**src/hdl/tofq_pkg.sv**
```systemverilog
// Shared types and constants for the timestamp-ordered frame queue.
// Used by tofq_ctrl and the top level; depends on nothing.
`default_nettype none

package tofq_pkg;

  localparam int DEF_QUEUE_DEPTH = 32;
  localparam int DEF_HANDLE_BITS = 16;

  localparam int REQ_W      = 2;
  localparam int HANDLE_W   = 16;
  localparam int STAMP_W    = 64;
  localparam int OCC_W      = 6;
  localparam int STATUS_W   = 2;
  localparam int IN_TDATA_W = 80;
  localparam int TDATA_W    = 88;

  typedef enum logic [REQ_W-1:0] {
    REQ_PUT   = 2'd0,
    REQ_GET   = 2'd1,
    REQ_FLUSH = 2'd2
  } req_e;

  typedef enum logic [STATUS_W-1:0] {
    ST_OK    = 2'd0,
    ST_FULL  = 2'd1,
    ST_EMPTY = 2'd2
  } status_e;

  typedef enum logic [2:0] {
    S_IDLE,
    S_DECODE,
    S_GETD,
    S_SCAN,
    S_INS,
    S_DONE
  } tofq_state_t;

  // Result handed from the sequencer to the output register.
  typedef struct packed {
    logic                valid;
    logic [STATUS_W-1:0] status;
    logic [HANDLE_W-1:0] handle;
    logic [STAMP_W-1:0]  stamp;
    logic [OCC_W-1:0]    occ;
  } tofq_res_t;

endpackage

`default_nettype wire

```
**src/hdl/tofq_ram.sv**
```systemverilog
// Simple dual-port entry memory: one write port, one read port, registered read.
// Depends on nothing.
`default_nettype none

module tofq_ram #(
  parameter int DEPTH = 32,
  parameter int WIDTH = 80
) (
  input  wire logic                     clk,
  input  wire logic                     wr_en,
  input  wire logic [$clog2(DEPTH)-1:0] wr_addr,
  input  wire logic [WIDTH-1:0]         wr_data,
  input  wire logic                     rd_en,
  input  wire logic [$clog2(DEPTH)-1:0] rd_addr,
  output logic      [WIDTH-1:0]         rd_data
);

  logic [WIDTH-1:0] mem [DEPTH];

  always_ff @(posedge clk) begin
    if (wr_en) begin
      mem[wr_addr] <= wr_data;
    end
  end

  always_ff @(posedge clk) begin
    if (rd_en) begin
      rd_data <= mem[rd_addr];
    end
  end

endmodule

`default_nettype wire

```
**src/hdl/tofq_ctrl.sv**
```systemverilog
// Request sequencer: circular sorted list over tofq_ram, insertion by backward scan.
// Depends on tofq_pkg.
`default_nettype none

module tofq_ctrl #(
  parameter int QUEUE_DEPTH = 32,
  parameter int HANDLE_BITS = 16,
  localparam int AW = $clog2(QUEUE_DEPTH),
  localparam int CW = $clog2(QUEUE_DEPTH + 1),
  localparam int MW = tofq_pkg::STAMP_W + HANDLE_BITS
) (
  input  wire logic                          clk,
  input  wire logic                          rst_n,
  input  wire logic                          in_valid,
  output logic                               in_ready,
  input  wire logic [tofq_pkg::REQ_W-1:0]    in_req,
  input  wire logic [tofq_pkg::HANDLE_W-1:0] in_handle,
  input  wire logic [tofq_pkg::STAMP_W-1:0]  in_stamp,
  output tofq_pkg::tofq_res_t                res,
  input  wire logic                          res_take,
  output logic                               mem_wr_en,
  output logic      [AW-1:0]                 mem_wr_addr,
  output logic      [MW-1:0]                 mem_wr_data,
  output logic                               mem_rd_en,
  output logic      [AW-1:0]                 mem_rd_addr,
  input  wire logic [MW-1:0]                 mem_rd_data
);

  import tofq_pkg::*;

  tofq_state_t             state_r, state_nxt;
  logic [AW-1:0]           head_r, head_nxt;
  logic [CW-1:0]           count_r, count_nxt;
  logic [CW-1:0]           idx_r, idx_nxt;
  logic [REQ_W-1:0]        req_r, req_nxt;
  logic [HANDLE_BITS-1:0]  hnd_r, hnd_nxt;
  logic [STAMP_W-1:0]      stamp_r, stamp_nxt;
  tofq_res_t               res_r, res_nxt;

  logic [STAMP_W-1:0]      rd_stamp;
  logic [HANDLE_BITS-1:0]  rd_hnd;
  logic                    rd_later;

  // Logical slot (offset from head) to physical address, wrapping at the depth.
  function automatic logic [AW-1:0] phys(input logic [AW-1:0] hd, input logic [CW-1:0] lg);
    logic [CW:0] s;
    s = (CW+1)'(hd) + (CW+1)'(lg);
    if (s >= (CW+1)'(QUEUE_DEPTH)) begin
      s = s - (CW+1)'(QUEUE_DEPTH);
    end
    return s[AW-1:0];
  endfunction

  function automatic logic [OCC_W-1:0] occ_of(input logic [CW-1:0] c);
    logic [OCC_W-1:0] o;
    o = '0;
    for (int b = 0; b < OCC_W && b < CW; b++) begin
      o[b] = c[b];
    end
    return o;
  endfunction

  function automatic logic [HANDLE_W-1:0] hnd_out(input logic [HANDLE_BITS-1:0] h);
    logic [HANDLE_W-1:0] o;
    o = '0;
    for (int b = 0; b < HANDLE_W && b < HANDLE_BITS; b++) begin
      o[b] = h[b];
    end
    return o;
  endfunction

  function automatic logic [HANDLE_BITS-1:0] hnd_in(input logic [HANDLE_W-1:0] h);
    logic [HANDLE_BITS-1:0] o;
    o = '0;
    for (int b = 0; b < HANDLE_W && b < HANDLE_BITS; b++) begin
      o[b] = h[b];
    end
    return o;
  endfunction

  assign rd_stamp = mem_rd_data[MW-1 -: STAMP_W];
  assign rd_hnd   = mem_rd_data[HANDLE_BITS-1:0];
  assign rd_later = $signed(rd_stamp) > $signed(stamp_r);

  always_ff @(posedge clk) begin
    if (!rst_n) begin
      state_r   <= S_IDLE;
      head_r    <= '0;
      count_r   <= '0;
      res_r.valid <= 1'b0;
    end else begin
      state_r   <= state_nxt;
      head_r    <= head_nxt;
      count_r   <= count_nxt;
      res_r     <= res_nxt;
    end
  end

  always_ff @(posedge clk) begin
    idx_r        <= idx_nxt;
    req_r        <= req_nxt;
    hnd_r        <= hnd_nxt;
    stamp_r      <= stamp_nxt;
  end

  always_comb begin
    state_nxt   = state_r;
    head_nxt    = head_r;
    count_nxt   = count_r;
    idx_nxt     = idx_r;
    req_nxt     = req_r;
    hnd_nxt     = hnd_r;
    stamp_nxt   = stamp_r;
    res_nxt     = res_r;
    in_ready    = 1'b0;
    mem_wr_en   = 1'b0;
    mem_wr_addr = phys(head_r, idx_r);
    mem_wr_data = {stamp_r, hnd_r};
    mem_rd_en   = 1'b0;
    mem_rd_addr = phys(head_r, '0);

    unique case (state_r)
      S_IDLE: begin
        in_ready = 1'b1;
        if (in_valid) begin
          req_nxt   = in_req;
          hnd_nxt   = hnd_in(in_handle);
          stamp_nxt = in_stamp;
          state_nxt = S_DECODE;
        end
      end

      S_DECODE: begin
        res_nxt.status = ST_OK;
        res_nxt.handle = '0;
        res_nxt.stamp  = '0;
        res_nxt.occ    = occ_of(count_r);
        state_nxt      = S_DONE;
        case (req_r)
          REQ_PUT: begin
            if (count_r == CW'(QUEUE_DEPTH)) begin
              res_nxt.status = ST_FULL;
            end else if (count_r == '0) begin
              mem_wr_en   = 1'b1;
              mem_wr_addr = phys(head_r, '0);
              count_nxt   = CW'(1);
              res_nxt.occ = occ_of(CW'(1));
            end else begin
              // scan backward from the tail, one slot per cycle
              mem_rd_en   = 1'b1;
              mem_rd_addr = phys(head_r, count_r - CW'(1));
              idx_nxt     = count_r;
              state_nxt   = S_SCAN;
            end
          end
          REQ_GET: begin
            if (count_r == '0) begin
              res_nxt.status = ST_EMPTY;
            end else begin
              mem_rd_en   = 1'b1;
              mem_rd_addr = phys(head_r, '0);
              state_nxt   = S_GETD;
            end
          end
          REQ_FLUSH: begin
            count_nxt   = '0;
            res_nxt.occ = '0;
          end
          default: ;
        endcase
        res_nxt.valid = (state_nxt == S_DONE);
      end

      S_GETD: begin
        res_nxt.valid  = 1'b1;
        res_nxt.handle = hnd_out(rd_hnd);
        res_nxt.stamp  = rd_stamp;
        head_nxt       = (head_r == AW'(QUEUE_DEPTH - 1)) ? '0 : head_r + AW'(1);
        count_nxt      = count_r - CW'(1);
        res_nxt.occ    = occ_of(count_r - CW'(1));
        state_nxt      = S_DONE;
      end

      S_SCAN: begin
        mem_wr_en = 1'b1;
        if (rd_later) begin
          // move the later entry up one slot
          mem_wr_data = mem_rd_data;
          idx_nxt     = idx_r - CW'(1);
          if (idx_r == CW'(1)) begin
            state_nxt = S_INS;
          end else begin
            mem_rd_en   = 1'b1;
            mem_rd_addr = phys(head_r, idx_r - CW'(2));
          end
        end else begin
          count_nxt     = count_r + CW'(1);
          res_nxt.valid = 1'b1;
          res_nxt.occ   = occ_of(count_r + CW'(1));
          state_nxt     = S_DONE;
        end
      end

      S_INS: begin
        mem_wr_en     = 1'b1;
        count_nxt     = count_r + CW'(1);
        res_nxt.valid = 1'b1;
        res_nxt.occ   = occ_of(count_r + CW'(1));
        state_nxt     = S_DONE;
      end

      S_DONE: begin
        if (res_take) begin
          res_nxt.valid = 1'b0;
          state_nxt     = S_IDLE;
        end
      end

      default: state_nxt = S_IDLE;
    endcase
  end

  assign res = res_r;

endmodule

`default_nettype wire

```
**src/hdl/timestamp_ordered_frame_queue.sv**
```systemverilog
// Top level of the timestamp-ordered frame queue: stream ports, output register.
// Depends on tofq_pkg, tofq_ram and tofq_ctrl.
`default_nettype none

// Holds up to QUEUE_DEPTH frame handles sorted by signed 64-bit timestamp, kept
// as a circular list in one entry memory. A get takes the head, read from the
// memory. A flush, a put into a full or empty queue, a get from an empty queue
// and an unknown request code are settled in the decode state. A put into a
// non-empty queue scans backward from the tail through the memory, moving one
// later entry per cycle. One request is in flight at a time; the next input
// transfer is taken once the result has moved into the output register. Each
// request gives exactly one result.
module timestamp_ordered_frame_queue #(
  parameter int QUEUE_DEPTH = tofq_pkg::DEF_QUEUE_DEPTH,
  parameter int HANDLE_BITS = tofq_pkg::DEF_HANDLE_BITS
) (
  input  wire logic                          clk,
  input  wire logic                          rst_n,
  input  wire logic                          in_tvalid,
  output logic                               in_tready,
  input  wire logic [tofq_pkg::IN_TDATA_W-1:0] in_tdata, // frame_handle[15:0],
                                                         // timestamp[79:16]
  input  wire logic [tofq_pkg::REQ_W-1:0]    in_tuser,   // req_type[1:0]
  output logic                               out_tvalid,
  input  wire logic                          out_tready,
  output logic      [tofq_pkg::TDATA_W-1:0]  out_tdata,  // out_handle[15:0],
                                                         // out_timestamp[79:16],
                                                         // occupancy[85:80]
  output logic      [tofq_pkg::STATUS_W-1:0] out_tuser   // status[1:0]
);

  import tofq_pkg::*;

  localparam int AW = $clog2(QUEUE_DEPTH);
  localparam int MW = STAMP_W + HANDLE_BITS;

  tofq_res_t              res;
  logic                   res_take;
  logic                   out_free;
  logic                   out_valid_r;
  logic [TDATA_W-1:0]     out_data_r;
  logic [STATUS_W-1:0]    out_user_r;

  logic                   mem_wr_en;
  logic [AW-1:0]          mem_wr_addr;
  logic [MW-1:0]          mem_wr_data;
  logic                   mem_rd_en;
  logic [AW-1:0]          mem_rd_addr;
  logic [MW-1:0]          mem_rd_data;

  tofq_ram #(
    .DEPTH (QUEUE_DEPTH),
    .WIDTH (MW)
  ) u_ram (
    .clk     (clk),
    .wr_en   (mem_wr_en),
    .wr_addr (mem_wr_addr),
    .wr_data (mem_wr_data),
    .rd_en   (mem_rd_en),
    .rd_addr (mem_rd_addr),
    .rd_data (mem_rd_data)
  );

  tofq_ctrl #(
    .QUEUE_DEPTH (QUEUE_DEPTH),
    .HANDLE_BITS (HANDLE_BITS)
  ) u_ctrl (
    .clk         (clk),
    .rst_n       (rst_n),
    .in_valid    (in_tvalid),
    .in_ready    (in_tready),
    .in_req      (in_tuser),
    .in_handle   (in_tdata[HANDLE_W-1:0]),
    .in_stamp    (in_tdata[HANDLE_W +: STAMP_W]),
    .res         (res),
    .res_take    (res_take),
    .mem_wr_en   (mem_wr_en),
    .mem_wr_addr (mem_wr_addr),
    .mem_wr_data (mem_wr_data),
    .mem_rd_en   (mem_rd_en),
    .mem_rd_addr (mem_rd_addr),
    .mem_rd_data (mem_rd_data)
  );

  assign out_free = !out_valid_r || out_tready;
  assign res_take = res.valid && out_free;

  always_ff @(posedge clk) begin
    if (!rst_n) begin
      out_valid_r <= 1'b0;
    end else if (out_free) begin
      out_valid_r <= res.valid;
    end
  end

  always_ff @(posedge clk) begin
    if (res_take) begin
      out_data_r <= {{(TDATA_W - HANDLE_W - STAMP_W - OCC_W){1'b0}},
                     res.occ, res.stamp, res.handle};
      out_user_r <= res.status;
    end
  end

  assign out_tvalid = out_valid_r;
  assign out_tdata  = out_data_r;
  assign out_tuser  = out_user_r;

  // failed requests carry no frame
  a_fail_zero: assert property (@(posedge clk) disable iff (!rst_n)
    out_tvalid && (out_tuser == ST_FULL || out_tuser == ST_EMPTY)
      |-> out_tdata[HANDLE_W+STAMP_W-1:0] == '0)
    else $error("failed request returned frame data");

  a_status_code: assert property (@(posedge clk) disable iff (!rst_n)
    out_tvalid |-> (out_tuser == ST_OK || out_tuser == ST_FULL || out_tuser == ST_EMPTY))
    else $error("undefined status code");

  // sequencer is idle only with no result pending
  a_idle_no_res: assert property (@(posedge clk) disable iff (!rst_n)
    in_tready |-> !res.valid)
    else $error("input ready while a result is pending");

  a_one_in_flight: assert property (@(posedge clk) disable iff (!rst_n)
    in_tvalid && in_tready |=> !in_tready)
    else $error("second request taken while one is in flight");

endmodule

`default_nettype wire
```
**config.mk**
```make
export PLATFORM = sky130hd
export DESIGN_NAME = timestamp_ordered_frame_queue
export DESIGN_NICKNAME = d
export VERILOG_FILES = /design/src/hdl/tofq_pkg.sv /design/src/hdl/tofq_ram.sv /design/src/hdl/tofq_ctrl.sv /design/src/hdl/timestamp_ordered_frame_queue.sv
export SDC_FILE = /design/constraint.sdc
export NUM_CORES = 2
export LEC_CHECK = 0
export BUFFER_PORTS_ARGS = -buffer_cell sky130_fd_sc_hd__clkbuf_2
export CORE_ASPECT_RATIO = 1.5
export CORE_MARGIN = 2
export CORE_UTILIZATION = 25
export DETAILED_ROUTE_END_ITERATION = 12
export HOLD_SLACK_MARGIN = 0.15
export RECOVER_POWER = 25
export SYNTH_ARGS = -nofsm -noshare
export SYNTH_HDL_FRONTEND = slang
export SYNTH_SLANG_ARGS = --single-unit
export TNS_END_PERCENT = 10
```
**constraint.sdc**
```tcl
create_clock -name clk -period 9.3 [get_ports clk]
set_input_delay 0.93 -clock clk [delete_from_list [all_inputs] [get_ports clk]]
set_output_delay 0.93 -clock clk [all_outputs]
set_load 0.02 [all_outputs]
```
==> impl_metrics.csv <==
group,metric,value,unit
synth,synth_cell_type_count,72,
pwr,p_per_area,212,nW/um^2
global_route,grt_pass1_wl,524,mm
layout,area_growth_syn_to_layout,13.8,%
sta,finalMaxSlewViolations,1682,
floorplanning,dieArea,471000,sq um
sta,worst_pin_slew,6.55,ns
synth,avgSynthCellArea,13.4,sq um
global_route,grt_max_degree,189,
detailed_routing,wirelength,374,mm
detailed_routing,drt-wirelength-per-cell,24.7,um
layout,multi_input_area,26200,sq um
synth,async_flop_share,0,%
cts,htreeDepth,4,
setup_path,critical_path.cell_chain,"nand2b_1 -> nor2_1 -> clkbuf_1 -> clkbuf_1 -> and2_1",
detailed_routing,drtIter0Drc,9235,
cts,cts.repair.resized,0,
synth,synth_ff_type,"edfxtp_1",
cts,insertion_delay,0.95,ns
sta,rsz0062_at_grt,"false",
setup_path,cp-end-kind,"flop",
setup_path,path_class,"flop to flop",
min_path,min_path_type,"input pin to flop",
cts,cts_tree,"built",
place,place_congestion,0.827,
synth,yosys.area_share.adder,0.945,%
floorplanning,die_w,561,um
global_route,antenna_found_initial,22,
detailed_routing,vias,74200,
global_route,grt_usage,15.2,%
detailed_routing,drt_pass1_iterations,6,
setup_path,crit_arrival,9.09,ns
layout,stdcell_count,15100,
layout,seqCellArea,87500,sq um
sta,fin_crit_sh,90.8,%
sta,relSlewSlack,-337,%
sta,setup_viol,0,
place,numPortBuffers,175,
global_route,busiest_layer,"met2",
global_route,grt_use_met2,26.2,%
cts,cts_max_path_buffers,4,
setup_path,rr_worst_depth,5,
place,dpl.cell_count,14600,
cts,post_cts_buffers,0,
layout,nNetsFinal,8933,
layout,drive_gt1_share,7.11,%
layout,nFillCells,46400,
sta,fin_skew,0.108,ns
synth,synth_top_family_by_area,"simple AND/OR/NAND/NOR gates",
synth,synth.ff_latch_count,2920,
synth,syn_inst,8690,
synth,syn_area,116000,sq um
synth,synth_mux_area_share,0.398,%
global_route,grt-ovfl-total,0,
cts,cts.sinks,2920,
cts,clkSlewWorstSetupHoldPaths,0.07,ns
setup_path,cp_common_cell,"clkbuf_1",
place,place.detailed.hpwl,189,mm
synth,synth_seq_area_share,75.3,%
pwr,p_leak,43.2,nW
cts,cts_root_buf,"clkbuf_16",
min_path,min_path_cells,1,
flow_run,max_cap_viol_count,43,
sta,fmax,118,MHz
sta,finalHoldViolCount,0,
setup_path,cp_slowest_cell,"clkbuf_1",
detailed_routing,via_per_inst,4.90,
synth,synth_warnings,0,
global_route,grt_pass1_vias,70700,
cts,postCtsHoldBufs,33,
floorplanning,die_h,839,um
synth,synthSimpleGateAreaFrac,14.1,%
floorplanning,initial_core_util,25.1,%
sta,min_period,8.44,ns
synth,synth_edf_count,2904,
floorplanning,rows,306,
synth,synth_xor_area_share,0.143,%
cts,cts_buffers,247,
floorplanning,ioPinCount,178,
outcome,status,"complete, but fails checks",
floorplanning,coreArea,463000,sq um
setup_path,crit_fanout,47,
detailed_routing,ant_nets,0,
global_route,met3_usage,1.92,%
detailed_routing,drc,0,
global_route,met1_usage,18.5,%
synth,synth-compound-area-share,6.61,%
setup_path,cp.required,9.94,ns
pwr,peakVddDrop,188,uV
setup_path,crit_path_max_incr_delay,2.64,ns
setup_path,crit_path_start_kind,"flop",
outcome,violations,"capacitance limit, slew limit",
sta,tns,0,ns
## final timing paths
path / startpoint / end / slack (ns)
max reg2reg: u_ctrl.state_r[1] / u_ctrl.res[62] / 0.86
max: u_ctrl.state_r[1] / u_ctrl.res[62] / 0.86
min: in_tdata[17] / u_ctrl.stamp_r[1] / 0.21
min reg2reg: u_ctrl.res[21] / out_tdata[31] / 0.42
## synthesized netlist by cell type (all sizes together), types with 4 or more instances
cell type	number	share of area [%]
nand3	785	3.4
buf	306	1.4
a22oi	47	0.31
or4	4	0.029
and3	213	1.1
o211ai	8	0.056
mux2	18	0.17
a32oi	9	0.068
o22ai	4	0.022
o21a	5	0.032
inv	85	0.27
nor2	97	0.32
ha	83	0.89
or3	5	0.027
nor2b	14	0.075
edfxtp	2904	75
a221oi	9	0.068
a211oi	7	0.056
dfxtp	16	0.28
or2	7	0.038
clkbuf	259	0.84
o31ai	11	0.075
mux2i	26	0.22
and4	33	0.25
a21boi	4	0.026
nand2b	13	0.070
nand2	2526	8.2
xor2	10	0.075
o2111ai	46	0.35
a21o	13	0.084
nor3	15	0.069
a21oi	372	1.6
o21ai	250	1.1
a31oi	11	0.059
nand4	13	0.070
a311oi	334	2.5
xnor2	9	0.068
a32o	5	0.043
and2	86	0.46
## per-stage QoR
step           util [%]  instance area (sq um)  hold WS, ns  setup WS (ns)  total power, mW
2_1_floorplan         -                 116000        0.400           1.92             17.0
3_3_place_gp       27.0                 125000        0.401           2.36             18.0
3_5_place_dp       27.0                 125000        0.405           2.37             18.0
4_1_cts            28.7                 133000        0.151           2.29             28.2
5_1_grt            28.6                 132000        0.172           1.01             28.8
6_report           28.6                 132000        0.206          0.855             28.0
## flip-flops by register name, summed over array words and instances (netlist names)
register	flops
u_ctrl.res	89
u_ctrl.head_r	5
u_ctrl.hnd_r	16
u_ram.mem	2560
u_ram.rd_data	80
u_ctrl.req_r	2
u_ctrl.stamp_r	64
u_ctrl.state_r	3
u_ctrl.count_r	6
u_ctrl.idx_r	6
out_tdata	86
out_tuser	2
out_tvalid	1
## layout by cell type (no fill, tap or decap), types with 46 or more instances in the layout
| cell | Yosys | layout |
|---|---|---|
| and2_0 | 0 | 70 |
| nor2_1 | 94 | 74 |
| ha_1 | 83 | 83 |
| clkinv_1 | 0 | 56 |
| a311oi_1 | 334 | 334 |
| nand3_1 | 785 | 785 |
| and3_1 | 213 | 213 |
| clkbuf_1 | 259 | 206 |
| clkbuf_2 | 0 | 50 |
| o2111ai_1 | 46 | 46 |
| inv_1 | 85 | 85 |
| clkbuf_16 | 0 | 249 |
| a22oi_1 | 46 | 46 |
| o21ai_0 | 237 | 174 |
| buf_4 | 28 | 111 |
| edfxtp_1 | 2904 | 2904 |
| nand2_1 | 2526 | 2526 |
| a21oi_1 | 371 | 370 |
## report_power, final
group	internal, mW	leakage (nW)	switching, mW	total, mW
registers	15.1	26.4	0.131	15.2
clock network	5.52	3.78	4.78	10.3
logic	0.591	13.0	1.92	2.51
## layout make-up
cell class	count	area share [%]
clock inverter	144	0.995
inverter	85	0.241
tap	6160	5.83
timing repair buffer	386	2.12
antenna	6	0.0113
clock buffer	304	4.87
multi-input combinational	5121	19.8
sequential	2920	66.2
## layer usage
metal / up-vias / part of all wire [%]
li1: 32100 / -
met1: 37500 / 37
met2: 3640 / 49
met3: 838 / 7.7
met4: 6 / 5.9
met5: - / 0.011
## worst max-delay path: cells and delay by family, from the launching register on
kind | cells | cell delay, ns
DFF | 1 | 1.00
buffers and inverters | 2 | 4.66
and+or+nand+nor | 3 | 2.38
## logic make-up (layout without fill, tap and decap cells)
logic type / count (synthesis) / after routing
muxes: 44 / 44
buffers and inverters: 650 / 919
DFF: 2920 / 2920
AOI/OAI and AO/OA: 1153 / 1153
xor gates and xnor gates: 19 / 19
other: 1 / 8
and+or+nand+nor: 3817 / 3817
adders and majority gates: 86 / 86
Power figures use the tool's default switching activity.
